**config.mk**
```make
export PLATFORM = sky130hd
export DESIGN_NAME = nbs_mul
export DESIGN_NICKNAME = d
export VERILOG_FILES = /design/src/hw/rtl/nbs_pkg.sv /design/src/hw/rtl/nbs_mul.sv
export SDC_FILE = /design/constraint.sdc
export NUM_CORES = 1
export LEC_CHECK = 0
export ABC_AREA = 1
export BUFFER_PORTS_ARGS = -buffer_cell sky130_fd_sc_hd__buf_2
export CORE_MARGIN = 10
export CORE_UTILIZATION = 53
export DETAILED_ROUTE_END_ITERATION = 12
export PLACE_DENSITY_LB_ADDON = 0.2
export SETUP_SLACK_MARGIN = 0.05
export SKIP_LAST_GASP = 1
export SLEW_MARGIN = 20
export SYNTH_ARGS = -nofsm -noshare
export SYNTH_HDL_FRONTEND = slang
export SYNTH_SLANG_ARGS = --single-unit
```
**constraint.sdc**
```tcl
create_clock -name clock -period 3.7 [get_ports clock]
set_input_delay 0.37 -clock clock [delete_from_list [all_inputs] [get_ports clock]]
set_output_delay 0.37 -clock clock [all_outputs]
set_load 0.005 [all_outputs]
```
**src/hw/rtl/nbs_pkg.sv**
```systemverilog
// nbs_pkg: shared types, constants and helper functions of the noisy bump saturator
// no dependencies

package nbs_pkg;

   localparam int MUL_W   = 64;
   localparam int PROD_W  = 128;
   localparam int CNT_W   = 7;
   localparam int DIV_BITS = 36;
   localparam int DIVR_W  = 8;

   localparam logic [MUL_W-1:0] LIM62_U   = 64'h4000_0000_0000_0000;
   localparam logic [MUL_W-1:0] Q30_ONE   = 64'h0000_0000_4000_0000;
   localparam logic [30:0]      HALF_PI_Q30 = 31'd1686629716;
   localparam logic [16:0]      W_FULL    = 17'd65536;

   localparam logic [16:0] WRECK_RESET = 17'd0;
   localparam logic [28:0] BUMP_RESET  = 29'd42949673;
   localparam logic [31:0] HP_RESET    = 32'd394064967;
   localparam logic [31:0] SEED_RESET  = 32'd16386;

   localparam logic [1:0] CSR_WRECK = 2'd0;
   localparam logic [1:0] CSR_BUMP  = 2'd1;
   localparam logic [1:0] CSR_HP    = 2'd2;
   localparam logic [1:0] CSR_SEED  = 2'd3;

   typedef struct packed {
      logic             start;
      logic [MUL_W-1:0] a;
      logic [MUL_W-1:0] b;
      logic [CNT_W-1:0] iters;
   } mul_req_type;

   typedef struct packed {
      logic                start;
      logic [DIV_BITS-1:0] dividend;
      logic [DIVR_W-1:0]   divisor;
   } div_req_type;

   // horner divisors of the sine series, innermost first
   function automatic logic [DIVR_W-1:0] horner_div(input logic [2:0] idx);
      logic [DIVR_W-1:0] d;
      case (idx)
         3'd0: d = 8'd156;
         3'd1: d = 8'd110;
         3'd2: d = 8'd72;
         3'd3: d = 8'd42;
         3'd4: d = 8'd20;
         3'd5: d = 8'd6;
         default: d = 8'd6;
      endcase
      return d;
   endfunction

   function automatic logic [MUL_W-1:0] mag64(input logic signed [MUL_W-1:0] v);
      return v[MUL_W-1] ? (~v + 64'd1) : v;
   endfunction

   // min(p >> s, 2^62)
   function automatic logic [MUL_W-1:0] shr_cap(input logic [PROD_W-1:0] p, input int s);
      logic [PROD_W-1:0] q;
      q = p >> s;
      if (q > {64'd0, LIM62_U})
         return LIM62_U;
      return q[MUL_W-1:0];
   endfunction

   // saturate a 65 bit sum into [-2^62, 2^62)
   function automatic logic signed [MUL_W-1:0] sat62(input logic signed [MUL_W:0] v);
      if ((v[64:62] == 3'b000) || (v[64:62] == 3'b111))
         return v[MUL_W-1:0];
      return v[64] ? 64'shC000_0000_0000_0000 : 64'sh3FFF_FFFF_FFFF_FFFF;
   endfunction

   // saturate a 65 bit sum into [-2^47, 2^47)
   function automatic logic signed [MUL_W-1:0] sat48(input logic signed [MUL_W:0] v);
      if ((v[64:47] == 18'h00000) || (v[64:47] == 18'h3FFFF))
         return v[MUL_W-1:0];
      return v[64] ? 64'shFFFF_8000_0000_0000 : 64'sh0000_7FFF_FFFF_FFFF;
   endfunction

endpackage

```
**src/hw/rtl/nbs_mul.sv**
```systemverilog
// nbs_mul: bit-serial shift-add multiplier, one multiplier bit per cycle, msb first
// depends on nbs_pkg

module nbs_mul
   import nbs_pkg::*;
(
   input  logic              clock,
   input  logic              reset,
   input  mul_req_type       req,
   output logic              done,
   output logic [PROD_W-1:0] product
);

   logic [PROD_W-1:0] acc_ff, acc_in;
   logic [MUL_W-1:0]  a_ff, a_in;
   logic [MUL_W-1:0]  b_ff, b_in;
   logic [CNT_W-1:0]  cnt_ff, cnt_in;
   logic              busy_ff, busy_in;
   logic              done_ff, done_in;
   logic [CNT_W-1:0]  bit_pos;
   logic              b_bit;

   always_comb begin
      bit_pos = cnt_ff - 7'd1;
      b_bit   = b_ff[bit_pos[5:0]];
      acc_in  = acc_ff;
      a_in    = a_ff;
      b_in    = b_ff;
      cnt_in  = cnt_ff;
      busy_in = busy_ff;
      done_in = 1'b0;
      if (req.start) begin
         acc_in  = '0;
         a_in    = req.a;
         b_in    = req.b;
         cnt_in  = req.iters;
         busy_in = 1'b1;
      end else if (busy_ff) begin
         acc_in = (acc_ff << 1) + (b_bit ? {64'd0, a_ff} : {PROD_W{1'b0}});
         cnt_in = cnt_ff - 7'd1;
         if (cnt_ff == 7'd1) begin
            busy_in = 1'b0;
            done_in = 1'b1;
         end
      end
   end

   always_ff @(posedge clock) begin
      if (reset) begin
         busy_ff <= 1'b0;
         done_ff <= 1'b0;
         cnt_ff  <= '0;
      end else begin
         busy_ff <= busy_in;
         done_ff <= done_in;
         cnt_ff  <= cnt_in;
      end
      acc_ff <= acc_in;
      a_ff   <= a_in;
      b_ff   <= b_in;
   end

   assign done    = done_ff;
   assign product = acc_ff;

endmodule

```
==> results of run 1 <==
timing repair:
action,in CTS
endpoints found under the setup margin,115
pin swaps,17
buffers inserted,10
cloned,3
hold endpoints to repair,128
hold buffers,128
gates resized for setup,115
cells by family after synthesis:
group / count (synthesis)
simple gates: 1761
xor+xnor: 59
flops: 265
buf+inv: 608
fa+ha+maj: 66
compound gates: 192
synth_stat cells, types with 2 or more instances:
master / number / area share (%)
or2_1: 2 / 0.067
o211ai_1: 2 / 0.081
ha_1: 65 / 4.4
nand2_1: 1116 / 23
nand4_1: 46 / 1.5
a21oi_1: 69 / 1.9
buf_4: 4 / 0.16
a211oi_1: 2 / 0.081
nor3_1: 36 / 0.97
inv_1: 555 / 11
clkbuf_1: 22 / 0.44
nor4_1: 5 / 0.17
nor3_2: 7 / 0.38
buf_1: 6 / 0.12
edfxtp_1: 128 / 21
a22o_1: 2 / 0.094
xnor2_1: 57 / 2.7
inv_2: 5 / 0.10
dfxtp_1: 137 / 15
nand3_1: 213 / 5.7
nor2_1: 293 / 5.9
nor2_2: 24 / 0.81
o21bai_1: 12 / 0.48
nor3b_1: 2 / 0.081
and2_1: 3 / 0.10
o21ai_1: 5 / 0.13
o22ai_1: 5 / 0.17
buf_2: 8 / 0.22
buf_6: 7 / 0.42
a22oi_1: 11 / 0.44
o21ai_0: 81 / 2.2
nand3b_1: 7 / 0.28
per-layer routing:
layer,track usage (%),overflow
met5,44.27,3
met4,71.27,106
met3,67.82,10
met2,87.87,134
met1,72.77,12
metrics by stage:
stage	util, %	hold slack [ns]	setup slack, ns	area (sq um)
4_1_cts	73.83	0.03427	-0.4160	25500
3_5_place_dp	65.41	0.4687	-0.6778	22590
3_3_place_gp	65.41	0.4576	-0.4592	22590
2_1_floorplan	-	0.4391	0.08191	18660
==> results by group, run 1 <==
Outcome
  • Status: stopped before the end
  • Failing step: global routing (5_1_grt)
  • Log Error: [ERROR GRT-0232] Routing congestion too high. Check the congestion heatmap in the GUI.

Synth
  • Largest family of logic cells by synthesized area: simple AND/OR/NAND/NOR gates
  • Sequential area share after synthesis: 35.42%
  • Post-synth net total: approximately 3.2k
  • Most used DFF post-synth: dfxtp_1
  • FF+latch count, synth: 265
  • Synth Cell Area: 18590 sq um
  • Post-Synthesis Cells: approximately 3.0k
  • Post-synthesis adder-cell area fraction: roughly 4.5%
  • Simple-Gate Fraction of Synth Area: approximately two fifths
  • Mux contribution to synthesized area: 0%
  • Async SR Flop Fraction: 0%
  • Post-Synth XOR/XNOR Area: under 10%
  • Synthesized area per cell: roughly 6.3 sq um
  • EDFF count, synth: about 130
  • Compound-gate portion of the synthesized area: ~5.6%
  • Post-synth cell types: 46
  • Count of warnings emitted by yosys: 0

STA
  • Worst_ep kind: register data pin
  • GR repair worst EP: product[80]$_SDFFE_PP0P_/D

Global routing
  • Grt total ovfl: 265
  • Pin count of the biggest net entering global routing: 130
  • GRT Resource Usage Total: between 70% and 80%

Place
  • RD Place Congestion: ~1.1
  • Post-DP HPWL: between 60000 and 70000 um
  • IO Port Bufs: 266
  • Placed cells: ~3.9k

CTS
  • CTS Sinks: roughly 270
  • Total CTS buffers: 31
  • Clock Root Buffer: clkbuf_16
  • Longest Clk Path Bufs: 3
  • H-tree depth: 1

Die
  • Die Width: 207.3 um
  • DIE HEIGHT: around 210 um
  • # IOs: about 270
  • Starting Density: around 54%
  • Rows: 68
==> run 2: changes to the inputs <==
--- a/config.mk
+++ b/config.mk
@@ -8,10 +8,9 @@
 export ABC_AREA = 1
 export BUFFER_PORTS_ARGS = -buffer_cell sky130_fd_sc_hd__buf_2
 export CORE_MARGIN = 10
-export CORE_UTILIZATION = 53
+export CORE_UTILIZATION = 40
 export DETAILED_ROUTE_END_ITERATION = 12
-export PLACE_DENSITY_LB_ADDON = 0.2
-export SETUP_SLACK_MARGIN = 0.05
+export PLACE_DENSITY_LB_ADDON = 0.15
 export SKIP_LAST_GASP = 1
 export SLEW_MARGIN = 20
 export SYNTH_ARGS = -nofsm -noshare
==> constraint.sdc (replaced) <==
create_clock -name clock -period 4.8 [get_ports clock]
set_input_delay 0.48 -clock clock [delete_from_list [all_inputs] [get_ports clock]]
set_output_delay 0.48 -clock clock [all_outputs]
set_load 0.005 [all_outputs]
==> run 2 against run 1 <==
  * The flow now finishes without violations
  * Area after synthesis is the same
  * Synthesized cell count is the same
==> results by group, run 2 <==
Detailed routing
  • Final wirelength: between 70000 and 80000 um
  • TritonRoute pass-1 iters: 5
  • DRC: 0
  • Vias per inst: just over 5
  • Routed WL per cell: roughly 20 um
  • Vias: a little under 20k
  • Drt initial violations: 1758
  • Routed Antenna Nets: 0

STA
  • Max-slew violation count: 0
  • RSZ-0062 raised after global routing: false
  • Setup Skew: between 0.02 and 0.03 ns
  • Setup TNS: 0 ns
  • Post-route setup slack: between 0.2 and 0.3 ns
  • Final period utilization: between 90% and 100%
  • Final setup fails: 0
  • Rel. slew slack: a little over a third
  • WHS: roughly 0.074 ns
  • Fmax: roughly 0.22 GHz
  • Worst-margin pin slew: 0.9598 ns
  • Final hold vios: 0
  • Min Clock Period, post-route: around 4.5 ns

Final layout
  • Layout area overhead: 18.39%
  • Max reg flops: ~130
  • Layout Nets: 3439
  • Most frequent cells in the layout: nand2_1, inv_1, nor2_1
  • Layout cells sized above 1: between 10% and 20%
  • Antenna cells: 0
  • Post-route cell area: 22010 sq um
  • Most common cell after layout, fill and taps aside: nand2_1

Place
  • RD Place Congestion: ~1.0
  • Place WS: 0.03659 ns
  • IO Port Bufs: roughly 270
  • Post-DP HPWL: 65090 um
  • Placed cell area: about 21000 sq um

Setup path
  • Kind of critical path: reg2reg
  • Most frequent CP cell: nand2_1
  • Reg2reg end: product[83]
  • Crit path capture type: flop
  • Worst Path Required: 5.25 ns
  • Setup crit start kind: flop
  • R2R setup slack: between 0.2 and 0.3 ns
  • Worst r2r src: cnt_ff[0]
  • Crit-path max FO: 30
  • Critical path buffers and inverters: 4
  • Worst path depth: 25
  • Crit-path max cell delay: 0.44 ns
  • Crit path DAT: ~5.0 ns
  • Critical path's slowest cell: ha_1
  • Worst R2R Path Depth: 25
  • Crit path max-delay family: simple AND/OR/NAND/NOR gates

Die
  • Die Width: between 200 and 250 um
  • Starting Density: about two fifths
  • Full die area: around 56000 sq um
  • # IOs: between 200 and 300
  • CORE AREA: around 46000 sq um
  • Rows: between 70 and 80
  • DIE HEIGHT: 235.6 um

Global routing
  • Antenna violations before repair: 0
  • Vias in the first global route: roughly 19k
  • First-pass GRT wire length: between 100000 and 150000 um
  • Pin count of the biggest net entering global routing: 130
  • Grt total ovfl: 0
  • GRT Resource Usage Total: 27.32%

Synth
  • FF+latch count, synth: around 270
  • Yosys top cell area share: about 23%
  • Most common library cells after synthesis: nand2_1, inv_1, nor2_1, nand3_1, dfxtp_1
  • Synth area leader: nand2_1
  • Top-count cell post-synth: nand2_1
  • Async SR Flop Fraction: 0%
  • Post-synth net total: approximately 3.2k
  • Post-Synthesis Cells: roughly 3.0k
  • Sequential area share after synthesis: 35.42%
  • EDFF count, synth: approximately 130
  • Synth Cell Area: about 19000 sq um
  • Most used DFF post-synth: dfxtp_1
  • Synth area leaders: nand2_1, edfxtp_1, dfxtp_1
  • Post-synth cell types: 46
  • Synthesized area per cell: ~6.3 sq um
  • Count of warnings emitted by yosys: 0

Power
  • Seq pwr share: between 30% and 40%
  • Internal power: ~5 mW
  • Logic pwr share: between 30% and 40%
  • NetSw: roughly 2.8 mW
  • Pwr/cell area: between 300 and 400 nW/um^2
  • Clock power frac: 35.1%
  • Lkg Pwr: around 11 nW
  • Sw Ratio: between 30% and 40%
  • Maximum vdd drop: approximately 350 uV

CTS
  • Longest Clk Path Bufs: 3
  • H-tree depth: 2
  • Clock Root Buffer: clkbuf_16
  • Insertion delay to the later sink of the worst-skew pair: 0.58 ns
  • Total CTS buffers: 35
  • Clock slew at reported path FFs: ~0.06 ns
  • TritonCTS clock tree: yes
  • CTS Sinks: about 270

Run
  • Max cap viols: 0

Hold path
  • Hold Path Depth: 1
  • Worst min path class: in2reg
  • Worst Hold Launch: req[17]
  • Endpoint, Worst Hold: b_ff[10]

Outcome
  • Status: finished clean
==> run 2: cells by family (layout without fill, tap and decap cells) <==
group / Yosys count / in the layout / synth area share, %
flops: 265 / 265 / 35.42
simple gates: 1761 / 1761 / 38.92
buf+inv: 608 / 919 / 12.71
fa+ha+maj: 66 / 66 / 4.482
compound gates: 192 / 192 / 5.646
xor+xnor: 59 / 59 / 2.820
==> run 2: cell type report <==
class                   count  area, sq um
clock buffers              45        953.4
clock inverters            19        247.7
fillers                  4828        23660
inverters                 561         2112
multi-input cells        2078         9789
flip-flops and latches    265         6586
well taps                 600        750.7
repair buffers            294         1573
==> run 2: power by group through the flow <==
stage	Combinational (mW)	Sequential, mW	Clock [mW]
finish	2.33	2.70	2.72
CTS	2.30	2.70	2.79
floorplan	1.52	2.72	0
detailed placement	2.28	2.75	0
global placement	2.28	2.75	0
global route	2.59	2.72	2.87
==> run 2: worst max path at each step <==
| stage | from | end | slack [ns] |
|---|---|---|---|
| final | cnt_ff[0] | product[83] | 0.28 |
| after global routing | cnt_ff[1] | product[109] | 0.003 |
| after CTS | cnt_ff[0] | product[85] | 0.002 |
| after detailed placement | cnt_ff[0] | product[85] | 0.04 |
| after global placement | cnt_ff[0] | product[85] | 0.10 |
| after floorplan | cnt_ff[0] | product[97] | 0.92 |
==> run 2: what timing repair did <==
action	CTS	global route
setup endpoints to repair	0	69
hold buffers	0	0
resized for setup	0	43
setup buffers	0	3
endpoints found under the hold margin	0	0
==> run 2: through the flow <==
step / util [%] / cells / power [mW]
2_1_floorplan: - / 2951 / 4.239
3_3_place_gp: 45.21 / 3795 / 5.021
3_5_place_dp: 45.21 / 3795 / 5.032
4_1_cts: 47.84 / 3859 / 7.789
5_1_grt: 48.19 / 3862 / 8.176
6_report: 48.19 / 3862 / 7.756
==> run 2: routing by layer <==
metal | share of wire [%] | GRT usage, % | wire, um | up-vias
met4 | 2.3 | 6.856 | 1805 | 2
met1 | 46 | 37.09 | 35810 | 9083
li1 | - | - | - | 9684
met3 | 7.0 | 5.013 | 5457 | 96
met5 | 0.069 | 0 | 54 | -
met2 | 45 | 43.85 | 35150 | 631
No activity file was read; power rests on OpenSTA's default activity.
