### config.mk
export PLATFORM = sky130hd
export DESIGN_NAME = nbs_noise
export DESIGN_NICKNAME = d
export VERILOG_FILES = /design/src/hw/rtl/nbs_pkg.sv /design/src/hw/rtl/nbs_noise.sv
export SDC_FILE = /design/constraint.sdc
export NUM_CORES = 1
export LEC_CHECK = 0
export BUFFER_PORTS_ARGS = -buffer_cell sky130_fd_sc_hd__buf_2
export CORE_MARGIN = 2
export CORE_UTILIZATION = 45
export DETAILED_ROUTE_END_ITERATION = 8
export GPL_ROUTABILITY_DRIVEN = 1
export PLACE_DENSITY = 0.85
export SLEW_MARGIN = 20
export SYNTH_ARGS = -nofsm -noshare
export SYNTH_HDL_FRONTEND = slang
export SYNTH_SLANG_ARGS = --single-unit
### constraint.sdc
create_clock -name clock -period 2 [get_ports clock]
set_clock_uncertainty 0.15 [all_clocks]
set_input_delay 0.2 -clock clock [delete_from_list [all_inputs] [get_ports clock]]
set_output_delay 0.2 -clock clock [all_outputs]
set_load 0.01 [all_outputs]
### src/hw/rtl/nbs_pkg.sv
// nbs_pkg: shared types, constants and helper functions of the noisy bump saturator
// no dependencies

package nbs_pkg;

   localparam int MUL_W   = 64;
   localparam int PROD_W  = 128;
   localparam int CNT_W   = 7;
   localparam int DIV_BITS = 36;
   localparam int DIVR_W  = 8;

   localparam logic [MUL_W-1:0] LIM62_U   = 64'h4000_0000_0000_0000;
   localparam logic [MUL_W-1:0] Q30_ONE   = 64'h0000_0000_4000_0000;
   localparam logic [30:0]      HALF_PI_Q30 = 31'd1686629716;
   localparam logic [16:0]      W_FULL    = 17'd65536;

   localparam logic [16:0] WRECK_RESET = 17'd0;
   localparam logic [28:0] BUMP_RESET  = 29'd42949673;
   localparam logic [31:0] HP_RESET    = 32'd394064967;
   localparam logic [31:0] SEED_RESET  = 32'd16386;

   localparam logic [1:0] CSR_WRECK = 2'd0;
   localparam logic [1:0] CSR_BUMP  = 2'd1;
   localparam logic [1:0] CSR_HP    = 2'd2;
   localparam logic [1:0] CSR_SEED  = 2'd3;

   typedef struct packed {
      logic             start;
      logic [MUL_W-1:0] a;
      logic [MUL_W-1:0] b;
      logic [CNT_W-1:0] iters;
   } mul_req_type;

   typedef struct packed {
      logic                start;
      logic [DIV_BITS-1:0] dividend;
      logic [DIVR_W-1:0]   divisor;
   } div_req_type;

   // horner divisors of the sine series, innermost first
   function automatic logic [DIVR_W-1:0] horner_div(input logic [2:0] idx);
      logic [DIVR_W-1:0] d;
      case (idx)
         3'd0: d = 8'd156;
         3'd1: d = 8'd110;
         3'd2: d = 8'd72;
         3'd3: d = 8'd42;
         3'd4: d = 8'd20;
         3'd5: d = 8'd6;
         default: d = 8'd6;
      endcase
      return d;
   endfunction

   function automatic logic [MUL_W-1:0] mag64(input logic signed [MUL_W-1:0] v);
      return v[MUL_W-1] ? (~v + 64'd1) : v;
   endfunction

   // min(p >> s, 2^62)
   function automatic logic [MUL_W-1:0] shr_cap(input logic [PROD_W-1:0] p, input int s);
      logic [PROD_W-1:0] q;
      q = p >> s;
      if (q > {64'd0, LIM62_U})
         return LIM62_U;
      return q[MUL_W-1:0];
   endfunction

   // saturate a 65 bit sum into [-2^62, 2^62)
   function automatic logic signed [MUL_W-1:0] sat62(input logic signed [MUL_W:0] v);
      if ((v[64:62] == 3'b000) || (v[64:62] == 3'b111))
         return v[MUL_W-1:0];
      return v[64] ? 64'shC000_0000_0000_0000 : 64'sh3FFF_FFFF_FFFF_FFFF;
   endfunction

   // saturate a 65 bit sum into [-2^47, 2^47)
   function automatic logic signed [MUL_W-1:0] sat48(input logic signed [MUL_W:0] v);
      if ((v[64:47] == 18'h00000) || (v[64:47] == 18'h3FFFF))
         return v[MUL_W-1:0];
      return v[64] ? 64'shFFFF_8000_0000_0000 : 64'sh0000_7FFF_FFFF_FFFF;
   endfunction

endpackage

### src/hw/rtl/nbs_noise.sv
// nbs_noise: 32 bit xorshift generator, one step per cycle on request
// depends on nbs_pkg

module nbs_noise
   import nbs_pkg::*;
(
   input  logic        clock,
   input  logic        reset,
   input  logic        seed_load,
   input  logic [31:0] seed,
   input  logic        step,
   output logic [31:0] state_q,
   output logic [31:0] next_q
);

   logic [31:0] gen_ff;
   logic [31:0] gen_in;
   logic [31:0] s1;
   logic [31:0] s2;

   always_comb begin
      s1 = gen_ff ^ (gen_ff << 13);
      s2 = s1 ^ (s1 >> 17);
      next_q = s2 ^ (s2 << 5);
      gen_in = gen_ff;
      if (seed_load)
         gen_in = seed;
      else if (step)
         gen_in = next_q;
   end

   always_ff @(posedge clock) begin
      if (reset)
         gen_ff <= SEED_RESET;
      else
         gen_ff <= gen_in;
   end

   assign state_q = gen_ff;

endmodule

Word level (Yosys, flattened, before mapping) --
Cells that the tools add are included.
Cells by class: reductions and logical operators 1, mux-type cells 2, bitwise gates (word level) 3
Operators with widths (count):
- $mux W32 | 2
- $xor A32 B32 Y32 | 2
- $xor A32 B15 Y32 | 1
- $reduce_bool A2 Y1 | 1
Word-level totals: output and inout bits 64, register bits 32

Longest topological paths before layout --
Gate-level depths: netlist of the first run.
depth in word-level cells 5, mapped depth 5, depth with buffers taken out 4

Least setup slack after synthesis of the first run --
OpenSTA, ideal clock, no wires.
kind flip-flop to flip-flop, start register gen_ff[10], in the netlist state_q[10], end register gen_ff[15], in the netlist state_q[15], data arrival time 1458 ps, data required time 1764 ps, clock period less this slack 1694 ps, setup time 86 ps, path slack 306 ps, cell stages (with the launch flop) 5, cells stage by stage dfxtp_1 -> xnor3_1 -> xor2_1 -> mux2i_1 -> a211oi_1
Between the ends: word-level cells in the longest chain between the ends 5
RTL lines:
- start, declared | line nbs_noise.sv:16 | logic [31:0] gen_ff;
- start signal, assigned | line nbs_noise.sv:36 | gen_ff <= gen_in;
- $xor A32 B32 Y32 | line nbs_noise.sv:22 | s1 = gen_ff ^ (gen_ff << 13);
- $xor A32 B15 Y32 | line nbs_noise.sv:23 | s2 = s1 ^ (s1 >> 17);
- $xor A32 B32 Y32 | line nbs_noise.sv:24 | next_q = s2 ^ (s2 << 5);
- named net next_q[15] | line nbs_noise.sv:13 | output logic [31:0] next_q
- $mux W32 | line nbs_noise.sv:28 | else if (step)
- $mux W32 | line nbs_noise.sv:26 | if (seed_load)
The timed path passes the listed nets, and every way through them passes these cells. The select of a mux whose other input is x is not followed. A chain may end at the register's enable or synchronous reset.

Worst setup path in the final report of the first run --
start register gen_ff[10], in the netlist state_q[10], end output next_q[6]
Between the ends: word-level cells in the longest chain between the ends 3
RTL lines (line):
- $xor A32 B32 Y32 | nbs_noise.sv:22
- $xor A32 B15 Y32 | nbs_noise.sv:23
- $xor A32 B32 Y32 | nbs_noise.sv:24
- end, declared | nbs_noise.sv:13
No other way between the ends.

==> metrics.txt, run 1 <==
min cycle time layout=approximately 2 ns; core area=4410 um^2; Crit Reg-Reg Startpoint=state_q[16]; Max-slew headroom=between 60 and 70%; synth unique cells=29; Mean Syn Cell Area=8.62 um^2; largest family of logic cells by synthesized area=XOR/XNOR gates; Starting Density=47.3%; critical path type=reg2out; via count=2233; RD Place Congestion=roughly 0.94; Synth Area in Compound Gates=13.9%; die footprint=between 5000 and 6000 um^2; WHS Endpoint=state_q[1]; most frequent cells in the layout=buf_2 (99), nor2_1 (34), nand2_1 (25); number of synthesized flops with an enable pin=0; total of max-cap violations=0; 1st-iter DRT viols=178; routed len/inst=17.5 um; Max FO, Critical Path=4; flop2flop setup slack=0.34 ns; worst vdd ir=0.000704 V; sequential fraction of the synthesis area=30.7%; unrepaired setup endpoints after global routing=true; share of cells above drive strength 1=46.2%; H-tree levels=2; DP Area=2700 um^2; critical hold path startpoint=seed[1]; DRT antenna net count=0; hpwl dp=4980 um; post-synthesis mux area share=1.92%; nets=388; all-layer global routing usage=26.7%; adder-cell share of the synthesized area=0%; Worst-Margin Slew=0.509 ns; post-synthesis net count=278; fin crit share=slightly below 100%; Hold WC Path Type=in2reg; Final Cell Area=3000 um^2; max-slew violations=0; Syn-to-layout area delta=44.0%; CP endpoint kind=output pin; drt pass-1 iters=4; Mapped Area=2090 um^2; slowest cell on the critical path=dfxtp_1; hold depth=3; worst path cell trace=xor2_2 > xnor2_2 > xnor2_1 > inv_1 > buf_2; Remaining DRCs=0; first-pass GRT wire length=10500 um; Async SR Flop Fraction=0%; number of flip-flops under the largest register name=32; leading cell type in the layout, fill and taps excluded=buf_2; clk_lat worst skew=~0.3 ns; XOR/XNOR share of the synthesized area=about 33%; Overflow after GRT=0; Vias/cell=5.51; CTS Buf Count=5; Crit path max-delay family=XOR/XNOR gates; final hold violations=0; crit start category=flop; clk sinks=32; Critical Path AT=1.64 ns; P_leak=1.49 nW; Layout Utilization=68.1%; Ys Warns=0; cell count after synthesis=242; RR Endpoint=state_q[17]; clk buf depth=2; # port buffers=99; WL final=7090 um; largest net degree at the start of global routing=22; ant diodes=0; Req. time, crit path=1.65 ns; Placement Rows=24; Synth Flop Type=dfxtp_1; initial antenna violation count=0; Pwr Density=1270 nW/um^2; Slowest Stage Delay on Critical Path=between 0.4 and 0.5 ns; crit path buf inv count=2; R2R cell count=4; vias in the first global route=between 2000 and 2500; Die H=72.1 um; die width=72.1 um; CTS clock-pin slew for the worst setup and hold paths=0.07 ns; flops & latches, synth=32; outcome=finished clean; clock tree from TritonCTS=done; final setup vio count=0; Synth Area in Simple Gates=14.4%; IO Pins=100; max frequency=0.504 GHz; root buf cell=clkbuf_8
-- cell type report --
type	count	area, um^2
inverters	18	67.6
multi-input cells	178	1450
well taps	52	65.1
fillers	350	1410
clock inverters	1	30.0
flip-flops and latches	32	659
clock buffers	7	96.3
repair buffers	117	633
-- worst min-delay path: cells and delay by family --
family          cells  cell delay [ns]
buf+inv             1             0.08
compound gates      1             0.11
simple gates        1             0.03
-- cell families (layout without fill, tap and decap cells) --
family                    count (synthesis)  in the layout
AOI/OAI and AO/OA                        35             35
xor gates and xnor gates                 65             65
buffers and inverters                    32            143
DFF                                      32             32
muxes                                     4              4
and+or+nand+nor                          74             74
-- routing by layer --
layer / up-vias / GRT usage, % / share of wire (%)
li1: 1024 / - / -
met1: 1026 / 31.7 / 39
met2: 155 / 43.7 / 48
met3: 28 / 7.78 / 8.8
met4: 0 / 13.8 / 4.1
met5: - / 0 / 0
-- metrics by stage --
stage,std cells,setup slack (ns),TNS (ns),total power [mW],hold slack [ns]
detailed placement,394,0.269,0,2.91,0.281
finish,405,0.0141,0,3.81,0.00604
floorplan,242,0.306,0,2.12,0.183
CTS,405,-0.00568,-0.00568,3.67,0.00764
global route,405,-0.0403,-0.121,4.01,0.0133
global placement,394,0.277,0,2.88,0.280
-- cell usage after synthesis (2+ instances only) --
cell	n	share of area (%)
nor2_1	34	6.1
xnor2_1	33	14
dfxtp_1	32	31
nand2_1	25	4.5
xor2_1	20	8.4
inv_1	17	3.1
clkbuf_1	12	2.2
o32ai_1	11	4.6
nand3_1	10	2.4
o221ai_1	10	4.2
a211oi_1	7	2.5
mux2i_1	4	1.9
xor2_2	4	3.1
xnor2_2	3	2.3
xnor3_1	3	3.2
a21oi_1	2	0.48
buf_2	2	0.48
nor3_1	2	0.48
-- how the worst max path moves through the flow --
stage	start	to	slack, ns	cells after the start
2_1_floorplan	state_q[10]	state_q[15]	0.31	4
3_3_place_gp	state_q[5]	next_q[6]	0.28	5
3_5_place_dp	state_q[14]	state_q[15]	0.27	4
4_1_cts	state_q[10]	next_q[15]	-0.006	3
5_1_grt	state_q[10]	next_q[6]	-0.04	5
6_report	state_q[10]	next_q[6]	0.01	5
-- power by group --
part | total, mW | switching (mW) | leakage, nW | internal [mW]
Combinational | 2.22 | 1.20 | 1.16 | 1.02
Sequential | 0.885 | 0.149 | 0.270 | 0.736
Clock | 0.703 | 0.264 | 0.0645 | 0.440
Total | 3.81 | 1.61 | 1.49 | 2.20
-- repair_timing --
item,4_1_cts,5_1_grt
buffers inserted,2,0
pin swaps,3,4
hold buffers,1,0
hold endpoints to repair,1,0
resized for setup,3,29
setup endpoints to repair,4,13
(Power assumes the default switching activity.)
==> inputs of run 2 (changes only) <==
--- a/config.mk
+++ b/config.mk
@@ -7,10 +7,11 @@
 export LEC_CHECK = 0
 export BUFFER_PORTS_ARGS = -buffer_cell sky130_fd_sc_hd__buf_2
 export CORE_MARGIN = 2
-export CORE_UTILIZATION = 45
+export CORE_UTILIZATION = 42
 export DETAILED_ROUTE_END_ITERATION = 8
 export GPL_ROUTABILITY_DRIVEN = 1
-export PLACE_DENSITY = 0.85
+export GPL_TIMING_DRIVEN = 1
+export PLACE_DENSITY = 0.84
 export SLEW_MARGIN = 20
 export SYNTH_ARGS = -nofsm -noshare
 export SYNTH_HDL_FRONTEND = slang
==> constraint.sdc (replaced) <==
create_clock -name clock -period 1.66 [get_ports clock]
set_clock_uncertainty 0.15 [all_clocks]
set_input_delay 0.166 -clock clock [delete_from_list [all_inputs] [get_ports clock]]
set_output_delay 0.166 -clock clock [all_outputs]
set_load 0.01 [all_outputs]
==> run 2 against run 1 <==
Net effect:
- the flow now finishes with violations (setup timing)
- largest cell class unchanged
- highest routed layer unchanged
- sequential share of layout area shrank 4.3 points
- worst setup slack lost 0.28 ns
- critical path type unchanged
- cell count grew 17%
==> metrics.txt, run 2 (synthesis gave the netlist of run 1 again) <==
clk sinks=32; Max FO, Critical Path=4; Placement Rows=25; IO Pins=100; root buf cell=clkbuf_8; max frequency=0.519 GHz; fin crit share=116%; WL final=10800 um; min cycle time layout=between 1.5 and 2 ns; routed len/inst=22.8 um; Remaining DRCs=0; clock tree from TritonCTS=done; leading cell type in the layout, fill and taps excluded=buf_2; initial antenna violation count=0; final setup vio count=35; Vias/cell=5.84; total of max-cap violations=0; CP endpoint kind=output pin; unrepaired setup endpoints after global routing=true; clk_lat worst skew=slightly above 0.3 ns; all-layer global routing usage=34.0%; die footprint=5550 um^2; largest net degree at the start of global routing=21; # port buffers=slightly below 100; number of fillers in the final layout=213; max-slew violations=0; P_leak=1.93 nW; first-pass GRT wire length=13700 um; RD Place Congestion=0.961; critical path type=reg2out; failing checks=setup timing; via count=~2800; Pwr Density=1470 nW/um^2; Max-slew headroom=58.2%; Die H=74.5 um; core area=4750 um^2; nets=442; crit start category=flop; 1st-iter DRT viols=294; Req. time, crit path=1.34 ns; Overflow after GRT=0; drt pass-1 iters=7; die width=74.5 um; outcome=complete, but fails checks; ant diodes=0; vias in the first global route=2541; share of cells above drive strength 1=~64%; Hold WC Path Type=in2reg; total power=between 6 and 7 mW; final hold violations=0; hpwl dp=5390 um; number of flip-flops under the largest register name=32; Critical Path AT=1.61 ns; CTS clock-pin slew for the worst setup and hold paths=0.07 ns; Worst-Margin Slew=0.626 ns; H-tree levels=2; Starting Density=a little over two fifths; worst setup margin=-0.268 ns; DRT antenna net count=0; worst slack at placement=0.0249 ns; CTS Buf Count=5; worst vdd ir=0.00111 V; Syn-to-layout area delta=100%; clk buf depth=2; most frequent cells in the layout=buf_2 (87), buf_4 (45), nor2_1 (34)
==> run 2: cell count changes in the layout (fill, tap and decap cells not counted), moves of 14 or more <==
cell | before | now
buf_4 | 17 | 45
buf_6 | 0 | 19
dfxtp_1 | 19 | 0
dfxtp_4 | 1 | 22
dlygate4sd3_1 | 1 | 17
xnor2_1 | 24 | 3
xnor2_4 | 1 | 15
==> run 2: path summary, 6_finish.rpt <==
kind	start	to	slack, ns	cells after the start
max	state_q[9]	next_q[14]	-0.27	3
min	seed[16]	state_q[16]	0.008	3
max reg2reg	state_q[9]	state_q[14]	-0.08	5
min reg2reg	state_q[5]	state_q[5]	0.44	2
==> run 2: per-stage QoR <==
stage	cell area (um^2)	instances	setup TNS [ns]	util [%]	hold WS, ns
3_5_place_dp	2840	423	0	59.8	0.271
3_3_place_gp	2840	423	0	59.8	0.260
6_report	4180	474	-4.23	87.9	0.00815
4_1_cts	3720	465	-2.99	78.3	0.00846
5_1_grt	4180	474	-5.35	87.9	0.0129
2_1_floorplan	2100	242	0	-	0.149
==> run 2: final cells by class <==
class	instances	area [um^2]	share of cell area, %
Tap cell	67	83.8	2.01
Multi-Input combinational cell	178	1990	47.6
Inverter	18	67.6	1.62
Clock buffer	8	90.1	2.16
Sequential cell	32	736	17.6
Timing Repair Buffer	171	1210	29.0
==> run 2: timing repair <==
action,in CTS,in global routing
gates resized for setup,96,62
pin swaps,34,29
buffers inserted,18,14
hold endpoints to repair,17,0
hold buffers,17,0
setup endpoints to repair,31,39
==> run 2: report_power, final <==
part	internal, mW	switching (mW)	total [mW]
logic	2.24	2.11	4.35
clock network	0.339	0.334	0.673
registers	0.906	0.233	1.14
==> run 2: critical path: stages (launching register included) <==
cell and delay (ns):
dfxtp_4 0.40, xnor3_2 0.48, xor3_1 0.26, buf_2 0.17
==> run 2: layer usage <==
layer / track usage, % / part of all wire (%) / vias up
li1: - / - / 1141
met1: 39.3 / 34 / 1311
met2: 58.7 / 50 / 243
met3: 8.54 / 8.3 / 75
met4: 16.7 / 7.8 / 0
met5: 0 / 0 / -
