===== src/hw/rtl/nbs_pkg.sv =====
// nbs_pkg: shared types, constants and helper functions of the noisy bump saturator
// no dependencies

package nbs_pkg;

   localparam int MUL_W   = 64;
   localparam int PROD_W  = 128;
   localparam int CNT_W   = 7;
   localparam int DIV_BITS = 36;
   localparam int DIVR_W  = 8;

   localparam logic [MUL_W-1:0] LIM62_U   = 64'h4000_0000_0000_0000;
   localparam logic [MUL_W-1:0] Q30_ONE   = 64'h0000_0000_4000_0000;
   localparam logic [30:0]      HALF_PI_Q30 = 31'd1686629716;
   localparam logic [16:0]      W_FULL    = 17'd65536;

   localparam logic [16:0] WRECK_RESET = 17'd0;
   localparam logic [28:0] BUMP_RESET  = 29'd42949673;
   localparam logic [31:0] HP_RESET    = 32'd394064967;
   localparam logic [31:0] SEED_RESET  = 32'd16386;

   localparam logic [1:0] CSR_WRECK = 2'd0;
   localparam logic [1:0] CSR_BUMP  = 2'd1;
   localparam logic [1:0] CSR_HP    = 2'd2;
   localparam logic [1:0] CSR_SEED  = 2'd3;

   typedef struct packed {
      logic             start;
      logic [MUL_W-1:0] a;
      logic [MUL_W-1:0] b;
      logic [CNT_W-1:0] iters;
   } mul_req_type;

   typedef struct packed {
      logic                start;
      logic [DIV_BITS-1:0] dividend;
      logic [DIVR_W-1:0]   divisor;
   } div_req_type;

   // horner divisors of the sine series, innermost first
   function automatic logic [DIVR_W-1:0] horner_div(input logic [2:0] idx);
      logic [DIVR_W-1:0] d;
      case (idx)
         3'd0: d = 8'd156;
         3'd1: d = 8'd110;
         3'd2: d = 8'd72;
         3'd3: d = 8'd42;
         3'd4: d = 8'd20;
         3'd5: d = 8'd6;
         default: d = 8'd6;
      endcase
      return d;
   endfunction

   function automatic logic [MUL_W-1:0] mag64(input logic signed [MUL_W-1:0] v);
      return v[MUL_W-1] ? (~v + 64'd1) : v;
   endfunction

   // min(p >> s, 2^62)
   function automatic logic [MUL_W-1:0] shr_cap(input logic [PROD_W-1:0] p, input int s);
      logic [PROD_W-1:0] q;
      q = p >> s;
      if (q > {64'd0, LIM62_U})
         return LIM62_U;
      return q[MUL_W-1:0];
   endfunction

   // saturate a 65 bit sum into [-2^62, 2^62)
   function automatic logic signed [MUL_W-1:0] sat62(input logic signed [MUL_W:0] v);
      if ((v[64:62] == 3'b000) || (v[64:62] == 3'b111))
         return v[MUL_W-1:0];
      return v[64] ? 64'shC000_0000_0000_0000 : 64'sh3FFF_FFFF_FFFF_FFFF;
   endfunction

   // saturate a 65 bit sum into [-2^47, 2^47)
   function automatic logic signed [MUL_W-1:0] sat48(input logic signed [MUL_W:0] v);
      if ((v[64:47] == 18'h00000) || (v[64:47] == 18'h3FFFF))
         return v[MUL_W-1:0];
      return v[64] ? 64'shFFFF_8000_0000_0000 : 64'sh0000_7FFF_FFFF_FFFF;
   endfunction

endpackage


===== src/hw/rtl/nbs_div.sv =====
// nbs_div: restoring divider by a small divisor, one quotient bit per cycle
// depends on nbs_pkg

module nbs_div
   import nbs_pkg::*;
(
   input  logic                clock,
   input  logic                reset,
   input  div_req_type         req,
   output logic                done,
   output logic [DIV_BITS-1:0] quotient
);

   logic [DIV_BITS-1:0] dvd_ff, dvd_in;
   logic [DIV_BITS-1:0] quo_ff, quo_in;
   logic [DIVR_W-1:0]   dvs_ff, dvs_in;
   logic [DIVR_W-1:0]   rem_ff, rem_in;
   logic [5:0]          cnt_ff, cnt_in;
   logic                busy_ff, busy_in;
   logic                done_ff, done_in;
   logic [DIVR_W:0]     rem_sh;

   always_comb begin
      rem_sh  = {rem_ff, dvd_ff[DIV_BITS-1]};
      dvd_in  = dvd_ff;
      quo_in  = quo_ff;
      dvs_in  = dvs_ff;
      rem_in  = rem_ff;
      cnt_in  = cnt_ff;
      busy_in = busy_ff;
      done_in = 1'b0;
      if (req.start) begin
         dvd_in  = req.dividend;
         dvs_in  = req.divisor;
         rem_in  = '0;
         quo_in  = '0;
         cnt_in  = 6'(DIV_BITS);
         busy_in = 1'b1;
      end else if (busy_ff) begin
         dvd_in = dvd_ff << 1;
         if (rem_sh >= {1'b0, dvs_ff}) begin
            rem_in = 8'(rem_sh - {1'b0, dvs_ff});
            quo_in = {quo_ff[DIV_BITS-2:0], 1'b1};
         end else begin
            rem_in = rem_sh[DIVR_W-1:0];
            quo_in = {quo_ff[DIV_BITS-2:0], 1'b0};
         end
         cnt_in = cnt_ff - 6'd1;
         if (cnt_ff == 6'd1) begin
            busy_in = 1'b0;
            done_in = 1'b1;
         end
      end
   end

   always_ff @(posedge clock) begin
      if (reset) begin
         busy_ff <= 1'b0;
         done_ff <= 1'b0;
         cnt_ff  <= '0;
      end else begin
         busy_ff <= busy_in;
         done_ff <= done_in;
         cnt_ff  <= cnt_in;
      end
      dvd_ff <= dvd_in;
      quo_ff <= quo_in;
      dvs_ff <= dvs_in;
      rem_ff <= rem_in;
   end

   assign done     = done_ff;
   assign quotient = quo_ff;

endmodule


===== config.mk =====
export PLATFORM = sky130hd
export DESIGN_NAME = nbs_div
export DESIGN_NICKNAME = d
export VERILOG_FILES = /design/src/hw/rtl/nbs_pkg.sv /design/src/hw/rtl/nbs_div.sv
export SDC_FILE = /design/constraint.sdc
export NUM_CORES = 1
export LEC_CHECK = 0
export ABC_AREA = 1
export BUFFER_PORTS_ARGS = -buffer_cell sky130_fd_sc_hd__buf_2
export CAP_MARGIN = 20
export CELL_PAD_IN_SITES_DETAIL_PLACEMENT = 1
export CELL_PAD_IN_SITES_GLOBAL_PLACEMENT = 2
export CORE_AREA = 2 2 112 114
export DETAILED_ROUTE_END_ITERATION = 8
export DIE_AREA = 0 0 114 116
export GPL_TIMING_DRIVEN = 1
export PLACE_DENSITY_LB_ADDON = 0.1
export SYNTH_ARGS = -nofsm -noshare
export SYNTH_HDL_FRONTEND = slang
export SYNTH_SLANG_ARGS = --single-unit

===== constraint.sdc =====
create_clock -name clock -period 3.95 [get_ports clock]
set_input_delay 0.5925 -clock clock [delete_from_list [all_inputs] [get_ports clock]]
set_output_delay 0.5925 -clock clock [all_outputs]
set_load 0.02 [all_outputs]

== Yosys cells after proc, flatten, opt, wreduce, memory -nomap -nowiden ==
Index checks and enable logic that the tools add are counted.

* $add $sub $neg: 2
* Order comparisons: 1
* Equality and inequality tests: 1
* Multiplexer cells: 10
* Bitwise gates (word level): 1
* Reductions and logical operators: 3

{| class="wikitable"
|+ Operator list
! kind !! count
|-
| $mux 36 || 2
|-
| $mux 6 || 2
|-
| $ge 9x8->1 || 1
|-
| $mux 8 || 1
|-
| $sub 8x8->8 || 1
|-
| $eq 6x1->1 const B || 1
|-
| $sub 6x1->6 const B || 1
|-
| $mux 1 || 5
|-
| $reduce_or 3->1 || 1
|-
| $reduce_bool 2->1 || 1
|-
| $reduce_or 2->1 || 1
|-
| $not 1->1 || 1
|}

* Flip-flop bits (word level): 96
* Output and inout port bits: 37

== Longest topological paths before layout ==
Gate-level depths: netlist (run 1).

* Depth in word-level cells: 4
* Gate-level depth with buffers: 14
* Gate-level depth less buffers: 14

== Worst setup path before layout (run 1) ==
Ideal clock, no wire load.

* Kind: input to register
* Start: input req[44] in the netlist's numbering
* End: register dvd_ff[0], enable pin
* Setup time: 0.380 ns
* Arrival: 1.553 ns
* Required time: 3.570 ns
* Path slack: 2.017 ns
* Cell stages on the path: 4
* Path buffers: 2
* Path through: clkbuf_1 > nor2_2 > inv_2 > buf_2

* Longest elaborated chain between the ends: 1

{| class="wikitable"
|+ Ends and longest elaborated chain
! element !! line !! text
|-
| from (decl) || nbs_div.sv:9 || <nowiki>input div_req_type req,</nowiki>
|-
| $reduce_bool 2->1 (no source line) || - ||
|-
| to (signal assigned) || nbs_div.sv:66 || <nowiki>dvd_ff <= dvd_in;</nowiki>
|-
| to (decl) || nbs_div.sv:14 || <nowiki>logic [DIV_BITS-1:0] dvd_ff, dvd_in;</nowiki>
|}

No other way between the ends.
A chain may end at the register's enable or synchronous reset.

== Worst setup path after layout (run 1) ==
* Start: register busy_ff
* End: register dvd_ff[2], enable pin

* Longest elaborated chain between the ends: 1

{| class="wikitable"
|+ Ends and longest elaborated chain
! element !! line !! text
|-
| from (decl) || nbs_div.sv:19 || <nowiki>logic busy_ff, busy_in;</nowiki>
|-
| from (signal assigned) || nbs_div.sv:62 || <nowiki>busy_ff <= busy_in;</nowiki>
|-
| $reduce_bool 2->1 (no source line) || - ||
|}

No other way between the ends.

==> out/metrics.cfg, run 1 <==
[layout]
regArea_um2 = 2360
fin_nets = 606
fin_area_um2 = 4920
syn_to_final_growth_pct = 20.0
multi_input_area_um2 = 1390
fillers = 1446
drive_gt1_share_pct = 20.4
fin_util_pct = 41.3
diodes = 0

[sta]
timing.fmax_ghz = 0.495
rsz0062_at_grt = false
period_share_pct = 51.1
setup_viol = 0
tightest_slew_ps = 623
setup-tns-final_ps = 0
min_period_ps = 2020
layout_setup_ws_ps = 1930
maxSlewHeadroom_pct = 58.4
drv_slew = 0
hold_viol = 0
fin_skew_ps = 8.99

[clock_tree]
clockRootBuffer = clkbuf_16
cts_sinks = 96
cts_max_level = 3
clkLatencyLatePin_ps = 350
cts_made_buffers = 9
hold_buffers = 0
ctsResizeCount = 0
cts_tree = done
cts.path.max_buffers = 2
cts.clk_slew.worst_paths_ps = 70
post_cts_buffers = 0

[floorplanning]
die_h_um = 116
rows = 40
initial_core_util_pct = 34.4
die_area_um2 = 13200
core_um2 = 11900
ios = 84
dieWidth_um = 114

[worst_hold_path]
worstHoldStart = reset
holdPathEnd = busy_ff$_SDFF_PP0_
hold_path_depth = 2
worstHoldPathType = input pin to register

[pwr]
peakVddDrop_mv = 0.225
finalPower_mw = 2.15
power_per_cell_area_nw_per_um2 = 436
leakage_nw = 2.29

[setup_path]
r2r-start = busy_ff$_SDFF_PP0_
crit_path_start_kind = register
crit-reg2reg-capture = dvd_ff[2]$_DFFE_PP_
required_ps = 3990
worstRegToRegCells = 3
worstPathMaxFanout = 36
critPathCaptureType = register
worstSetupPathType = register to register
rrSetupSlack_ps = 1930
cp.arrival_ps = 2060

[drt]
ant_nets = 0
vias_per_cell = 4.64
drcViolationCount = 0
vias = 3246
wl_per_cell_um = 13.7
drt_iter0_drc = 129
drt-total-wl_um = 9620
dr.pass1.iters = 4

[logic_synthesis]
yosys_warnings = 0
syn-instance-count = 469
synth-edff-count = 44
synth_flop_cell = dfxtp_1
synth_most_common_cell = nand2_1
synth_top_area_share_pct = 32.2
synth_top_family_by_area = simple AND/OR/NAND/NOR gates
synth_area_leaders = edfxtp_1, dfxtp_1, nand2_1
yosys.area_share.adder_pct = 3.54
synth.distinct_cells = 33
async_reset_ff_share_pct = 0
avgSynthCellArea_um2 = 8.74
synth_xor_area_share_pct = 0.214
yosysTopAreaCell = edfxtp_1
synth_compound_gate_area_share_pct = 8.91
synth-seq-area-share_pct = 57.6
synthTopCellsByCount = nand2_1, inv_1, dfxtp_1
synthSimpleGateAreaFrac_pct = 21.1
syn_area_um2 = 4100
syn_nets = 527
synthMuxAreaShare_pct = 0
ys_ff_latch = 96

[placement]
place_ws_ps = 1570
placed_area_um2 = 4650
io_buffers = 83
gp_routability_congestion = 0.737
hpwl_um = 6960

[grt]
track_usage_pct = 15.6
grt_max_degree = 37
antenna_found_initial = 0
grt_pass1_vias = 3242
grt_pass1_wl_um = 16000
grt-ovfl-total = 0

[run_status]
status = complete, no violations

[job]
maxCapViolations = 0

==> report_power, final <==
part           total [mW]  internal, mW  switching [mW]
sequential           1.13          1.10          0.0246
clock               0.819         0.433           0.385
combinational       0.200        0.0716           0.128
==> cell usage in the layout (no fill, tap or decap), drive strengths merged <==
cell type  instances
a21oi             13
o22ai             33
and2               2
dfxtp             52
nor2              22
clkinv             3
fa                 1
xor2               1
buf               86
nand3             18
inv               74
ha                10
o21ai              7
o211ai             2
nand2            159
or2                1
nand4              6
nor3               3
a21boi             2
clkbuf            10
a211oi             1
nor4               1
a31oi              1
o31ai              1
edfxtp            44
==> flip-flops by register name, summed over array words and instances (netlist names) <==
name / cells
dvd_ff: 36
quotient: 36
dvs_ff: 8
rem_ff: 8
cnt_ff: 6
busy_ff: 1
done: 1
==> cell families after synthesis <==
group                    after synthesis
AND/OR/NAND/NOR                      212
AO/OA/AOI/OAI                         60
buffers and inverters                 89
XOR/XNOR                               1
flip-flops                            96
adder cells (fa/ha/maj)               11
==> worst max-delay path, stage by stage (launching register included) <==
cell and delay [ps]:
dfxtp_1 720, nor2_2 180, inv_2 500, buf_12 300
==> per-stage QoR <==
step           cells  hold slack, ps
2_1_floorplan    469             447
3_3_place_gp     684             465
3_5_place_dp     684             471
4_1_cts          700             399
5_1_grt          700             409
6_report         700             418
==> worst max path at each step <==
| stage | startpoint | end | slack [ps] | depth (start not counted) |
|---|---|---|---|---|
| after global routing | busy_ff$_SDFF_PP0_ | dvd_ff[2]$_DFFE_PP_ | 1730 | 3 |
| after detailed placement | req[44] | dvd_ff[21]$_DFFE_PP_ | 1570 | 4 |
| after global placement | req[44] | dvd_ff[19]$_DFFE_PP_ | 1630 | 4 |
| after CTS | busy_ff$_SDFF_PP0_ | dvd_ff[2]$_DFFE_PP_ | 1890 | 3 |
| after floorplan | req[44] | dvd_ff[0]$_SDFFCE_PN0P_ | 2020 | 4 |
| final | busy_ff$_SDFF_PP0_ | dvd_ff[2]$_DFFE_PP_ | 1930 | 3 |
==> routing by layer <==
layer | track usage [%] | part of all wire [%] | up-vias
met4 | 7.64 | 1.7 | 0
met5 | 0 | 0 | -
met1 | 20.0 | 47 | 1505
met2 | 24.8 | 47 | 57
li1 | - | - | 1675
met3 | 3.77 | 4.6 | 9
==> area by class of cell <==
type / count / share of cell area [%]
flip-flops and latches: 96 / 48.0
multi-input cells: 284 / 28.1
repair buffers: 86 / 9.15
inverters: 71 / 5.42
clock buffers: 10 / 4.68
well taps: 147 / 3.74
clock inverters: 6 / 0.864
(Power assumes the default switching activity.)
==> run 2: changes to the inputs <==
- CORE_AREA: 2 2 112 114 -> 2 2 122 124
- DIE_AREA: 0 0 114 116 -> 0 0 124 126
- clock period: 3.95 -> 1.7 ns (I/O delays scaled with it)
==> out/metrics.cfg, run 2 (synthesized netlist as in run 1, its figures left out) <==
[run_status]
status = complete, no violations

[grt]
track_usage_pct = 14.6
grt_max_degree = 36
grt_pass1_vias = 3612
antenna_found_initial = 0
grt-ovfl-total = 0
grt_pass1_wl_um = 17600

[drt]
ant_nets = 0
drt-total-wl_um = 10700
wl_per_cell_um = 14.0
dr.pass1.iters = 4
drt_iter0_drc = 131
vias = 3426
drcViolationCount = 0
vias_per_cell = 4.46

[worst_hold_path]
worstHoldPathType = input pin to register

[pwr]
p_switching_mw = 1.32
peakVddDrop_mv = 0.447
switching_share_pct = 24.8
p_seq_share_pct = 49.1
power_per_cell_area_nw_per_um2 = 978
combPwrFrac_pct = 11.9
clkPwrFrac_pct = 39.0
leakage_nw = 2.48
p_int_mw = 4.01

[layout]
fillers = 1729
diodes = 0
fin_util_pct = 38.0
regArea_um2 = 2360
drive_gt1_share_pct = 31.1
syn_to_final_growth_pct = 32.8
fin_nets = 638
multi_input_area_um2 = 1570
final_cell_mix = nand2_1, buf_2, inv_1
fin_area_um2 = 5440
final_common_cell = nand2_1

[clock_tree]
clkLatencyLatePin_ps = 350
cts_max_level = 3
hold_buffers = 0
cts_made_buffers = 9
clockRootBuffer = clkbuf_16
cts.clk_slew.worst_paths_ps = 70
cts.path.max_buffers = 2
cts_tree = done
cts_sinks = 96

[sta]
rsz0062_at_grt = true
min_period_ps = 1690
tightest_slew_ps = 335
maxSlewHeadroom_pct = 77.6
fin_skew_ps = 11.6
period_share_pct = 99.5
drv_slew = 0
hold_viol = 0
setup_viol = 0
timing.fmax_ghz = 0.591

[placement]
io_buffers = 83
hpwl_um = 7760
placed_area_um2 = 4950
gp_routability_congestion = 0.789

[setup_path]
cp.arrival_ps = 1920
worstSetupPathType = register to register
crit_path_start_kind = register
critPathCaptureType = register
worstPathMaxFanout = 2
required_ps = 1930

[floorplanning]
die_area_um2 = 15600
dieWidth_um = 124
initial_core_util_pct = 28.6
rows = 44
die_h_um = 126
ios = 84
core_um2 = 14300

[job]
maxCapViolations = 0

run 2: changes by cell type in the layout (fill, tap and decap cells not counted), moves of 3 or more:
cell,previous run,this run
nand2_2,1,10
ha_4,0,8
a21oi_2,2,5
nand3_1,17,14
nor2_1,20,17
nand2_1,158,148
nor2_2,2,5
inv_2,4,9
ha_1,10,2
nand3_2,1,4
inv_1,67,62
a21oi_1,11,8
buf_4,2,31
run 2: layout make-up:
cell class	instances	area share, %
Clock inverter	5	0.598
Inverter	71	4.90
Sequential cell	96	43.4
Clock buffer	11	5.06
Multi-Input combinational cell	284	28.8
Timing Repair Buffer	118	13.1
Tap cell	184	4.23
run 2: path summary, 6_finish.rpt:
| path | startpoint | end | slack [ps] | depth (start not counted) |
|---|---|---|---|---|
| worst max-delay path | dvs_ff[0]$_DFFE_PP_ | rem_ff[4]$_SDFFE_PP0P_ | 8 | 11 |
| worst min register to register | quotient[35]$_SDFFE_PP0P_ | quotient[35]$_SDFFE_PP0P_ | 460 | 2 |
| worst max register to register | dvs_ff[0]$_DFFE_PP_ | rem_ff[4]$_SDFFE_PP0P_ | 8 | 11 |
| worst min-delay path | reset | busy_ff$_SDFF_PP0_ | 80 | 2 |
run 2: per-stage QoR:
step / setup TNS [ps] / total power, mW / setup WS, ps / hold WS (ps) / cells
after detailed placement: -213 / 3.24 / -77.8 / 437 / 753
after CTS: -8.56 / 5.38 / -8.56 / 65.6 / 769
final: 0 / 5.33 / 8.43 / 82.7 / 769
after global routing: -289 / 5.60 / -82.3 / 69.2 / 769
after floorplan: 0 / 2.98 / 34.8 / 324 / 469
after global placement: -180 / 3.22 / -41.9 / 434 / 753
run 2: worst max-delay path, cell delays in order (launching register included):
cell	delay [ps]
edfxtp_1	420
ha_4	180
fa_2	340
inv_2	60
nand2_2	40
nand2_2	60
and2_4	150
nand2_2	50
nand2_2	60
nor2_2	40
a21boi_1	120
a21oi_1	70
run 2: power by group through the flow:
stage                     combinational [mW]  clock, mW  sequential, mW
final                                  0.632       2.08            2.62
after global routing                   0.716       2.26            2.63
after CTS                              0.591       2.17            2.62
after detailed placement               0.569          0            2.67
after global placement                 0.560          0            2.66
after floorplan                        0.325          0            2.65
run 2: repair_timing:
action / CTS / global route
setup endpoints to repair: 9 / 9
buffers inserted: 0 / 0
pin swaps: 2 / 8
cloned: 0 / 0
resized for setup: 8 / 34
run 2: metal layers:
metal  part of all wire [%]  global-route usage (%)
met5                      0                       0
met4                    2.1                    5.75
met3                    4.0                    3.62
met2                     49                    24.1
met1                     45                    18.4
==> run 3: changes to the inputs <==
- CORE_AREA: 2 2 122 124 -> 2 2 117 119
- DIE_AREA: 0 0 124 126 -> 0 0 119 121
- clock period: 1.7 -> 1.8 ns (I/O delays scaled with it)
==> out/metrics.cfg, run 3 (synthesized netlist as in run 1, its figures left out) <==
[run_status]
status = complete, no violations

[sta]
layout_setup_ws_ps = 82.0
timing.fmax_ghz = 0.582
min_period_ps = 1720
setup_viol = 0
rsz0062_at_grt = true
maxSlewHeadroom_pct = 59.4
fin_skew_ps = 7.58
hold-worst-slack_ps = 93.7
drv_slew = 0
period_share_pct = 95.4
tightest_slew_ps = 608
setup-tns-final_ps = 0
hold_viol = 0

[layout]
final_cells = 753
diodes = 0
final_common_cell = nand2_1
fin_area_um2 = 5330
fin_nets = 630
drive_gt1_share_pct = 30.5
syn_to_final_growth_pct = 30.0
final_cell_mix = nand2_1, buf_2, inv_1
fin_util_pct = 40.7

[floorplanning]
core_um2 = 13100
ios = 84
die_area_um2 = 14400
initial_core_util_pct = 31.3
die_h_um = 121
dieWidth_um = 119
rows = 42

[setup_path]
crit_family = adder cells
required_ps = 2040
crit_path_start_kind = register
worstSetupPathType = register to register
path_cells = inv_1 > ha_2 > fa_2 > buf_4 > buf_4 > xor2_1 > a21oi_2 > o21ai_1 > nand2_1
max_stage_delay_ps = 370
critPathCaptureType = register
worstPathMaxFanout = 2
path_common_cell = buf_4
cpMaxStageDelayCell = fa_2
cp.arrival_ps = 1960
cp_num_buf_inv = 3

[clock_tree]
cts_tree = done
clockRootBuffer = clkbuf_16
cts_max_level = 3
cts.path.max_buffers = 2
cts_sinks = 96
cts_made_buffers = 9
hold_buffers = 0
clkLatencyLatePin_ps = 350
cts.clk_slew.worst_paths_ps = 70

[grt]
grt_pass1_vias = 3496
antenna_found_initial = 0
grt_max_degree = 49
grt-ovfl-total = 0
track_usage_pct = 15.1
grt_pass1_wl_um = 17100

[drt]
ant_nets = 0
dr.pass1.iters = 4
drcViolationCount = 0
wl_per_cell_um = 14.0
drt_iter0_drc = 178
vias = 3375
vias_per_cell = 4.48
drt-total-wl_um = 10500

[pwr]
leakage_nw = 2.42
peakVddDrop_mv = 0.532
power_per_cell_area_nw_per_um2 = 921
finalPower_mw = 4.91

[placement]
hpwl_um = 7410
io_buffers = 83
place_ws_ps = -9.90
placed_area_um2 = 4830
gp_routability_congestion = 0.807
placed_cells_incl_taps = 732

[worst_hold_path]
worstHoldPathType = input pin to register

[job]
maxCapViolations = 0

==> run 3: power breakdown <==
| part | switching (mW) | internal [mW] | total (mW) |
|---|---|---|---|
| clock | 0.874 | 0.993 | 1.87 |
| sequential | 0.0555 | 2.42 | 2.48 |
| combinational | 0.332 | 0.234 | 0.567 |
==> run 3: cell type report <==
type,count,area [um^2]
fill,1562,7750
sequential,96,2360
multi-input combinational,284,1560
timing repair buffer,110,634
inverter,71,267
clock buffer,10,239
tap,176,220
clock inverter,6,48.8
==> run 3: path summary, 6_finish.rpt <==
kind,endpoint,slack (ps),cells past startpoint,start
max reg2reg,rem_ff[2]$_SDFFE_PP0P_,80,9,dvd_ff[35]$_DFFE_PP_
min,busy_ff$_SDFF_PP0_,90,2,reset
min reg2reg,quotient[35]$_SDFFE_PP0P_,460,2,quotient[35]$_SDFFE_PP0P_
max,rem_ff[2]$_SDFFE_PP0P_,80,9,dvd_ff[35]$_DFFE_PP_
==> run 3: per-layer routing <==
metal  share of wire (%)  GRT usage [%]  up-vias  routed length [um]
met5                   0              0        -                   0
met4                 1.4           4.69        0                 148
met3                 4.8           4.93       12                 501
met2                  49           25.3       58                5180
met1                  45           18.6     1583                4700
li1                    -              -     1722                   -
==> run 3: what timing repair did <==
action / in CTS / in global routing
resized for setup: 1 / 43
setup endpoints to repair: 3 / 8
pin swaps: 0 / 13
setup buffers: 1 / 4
hold endpoints to repair: 0 / 0
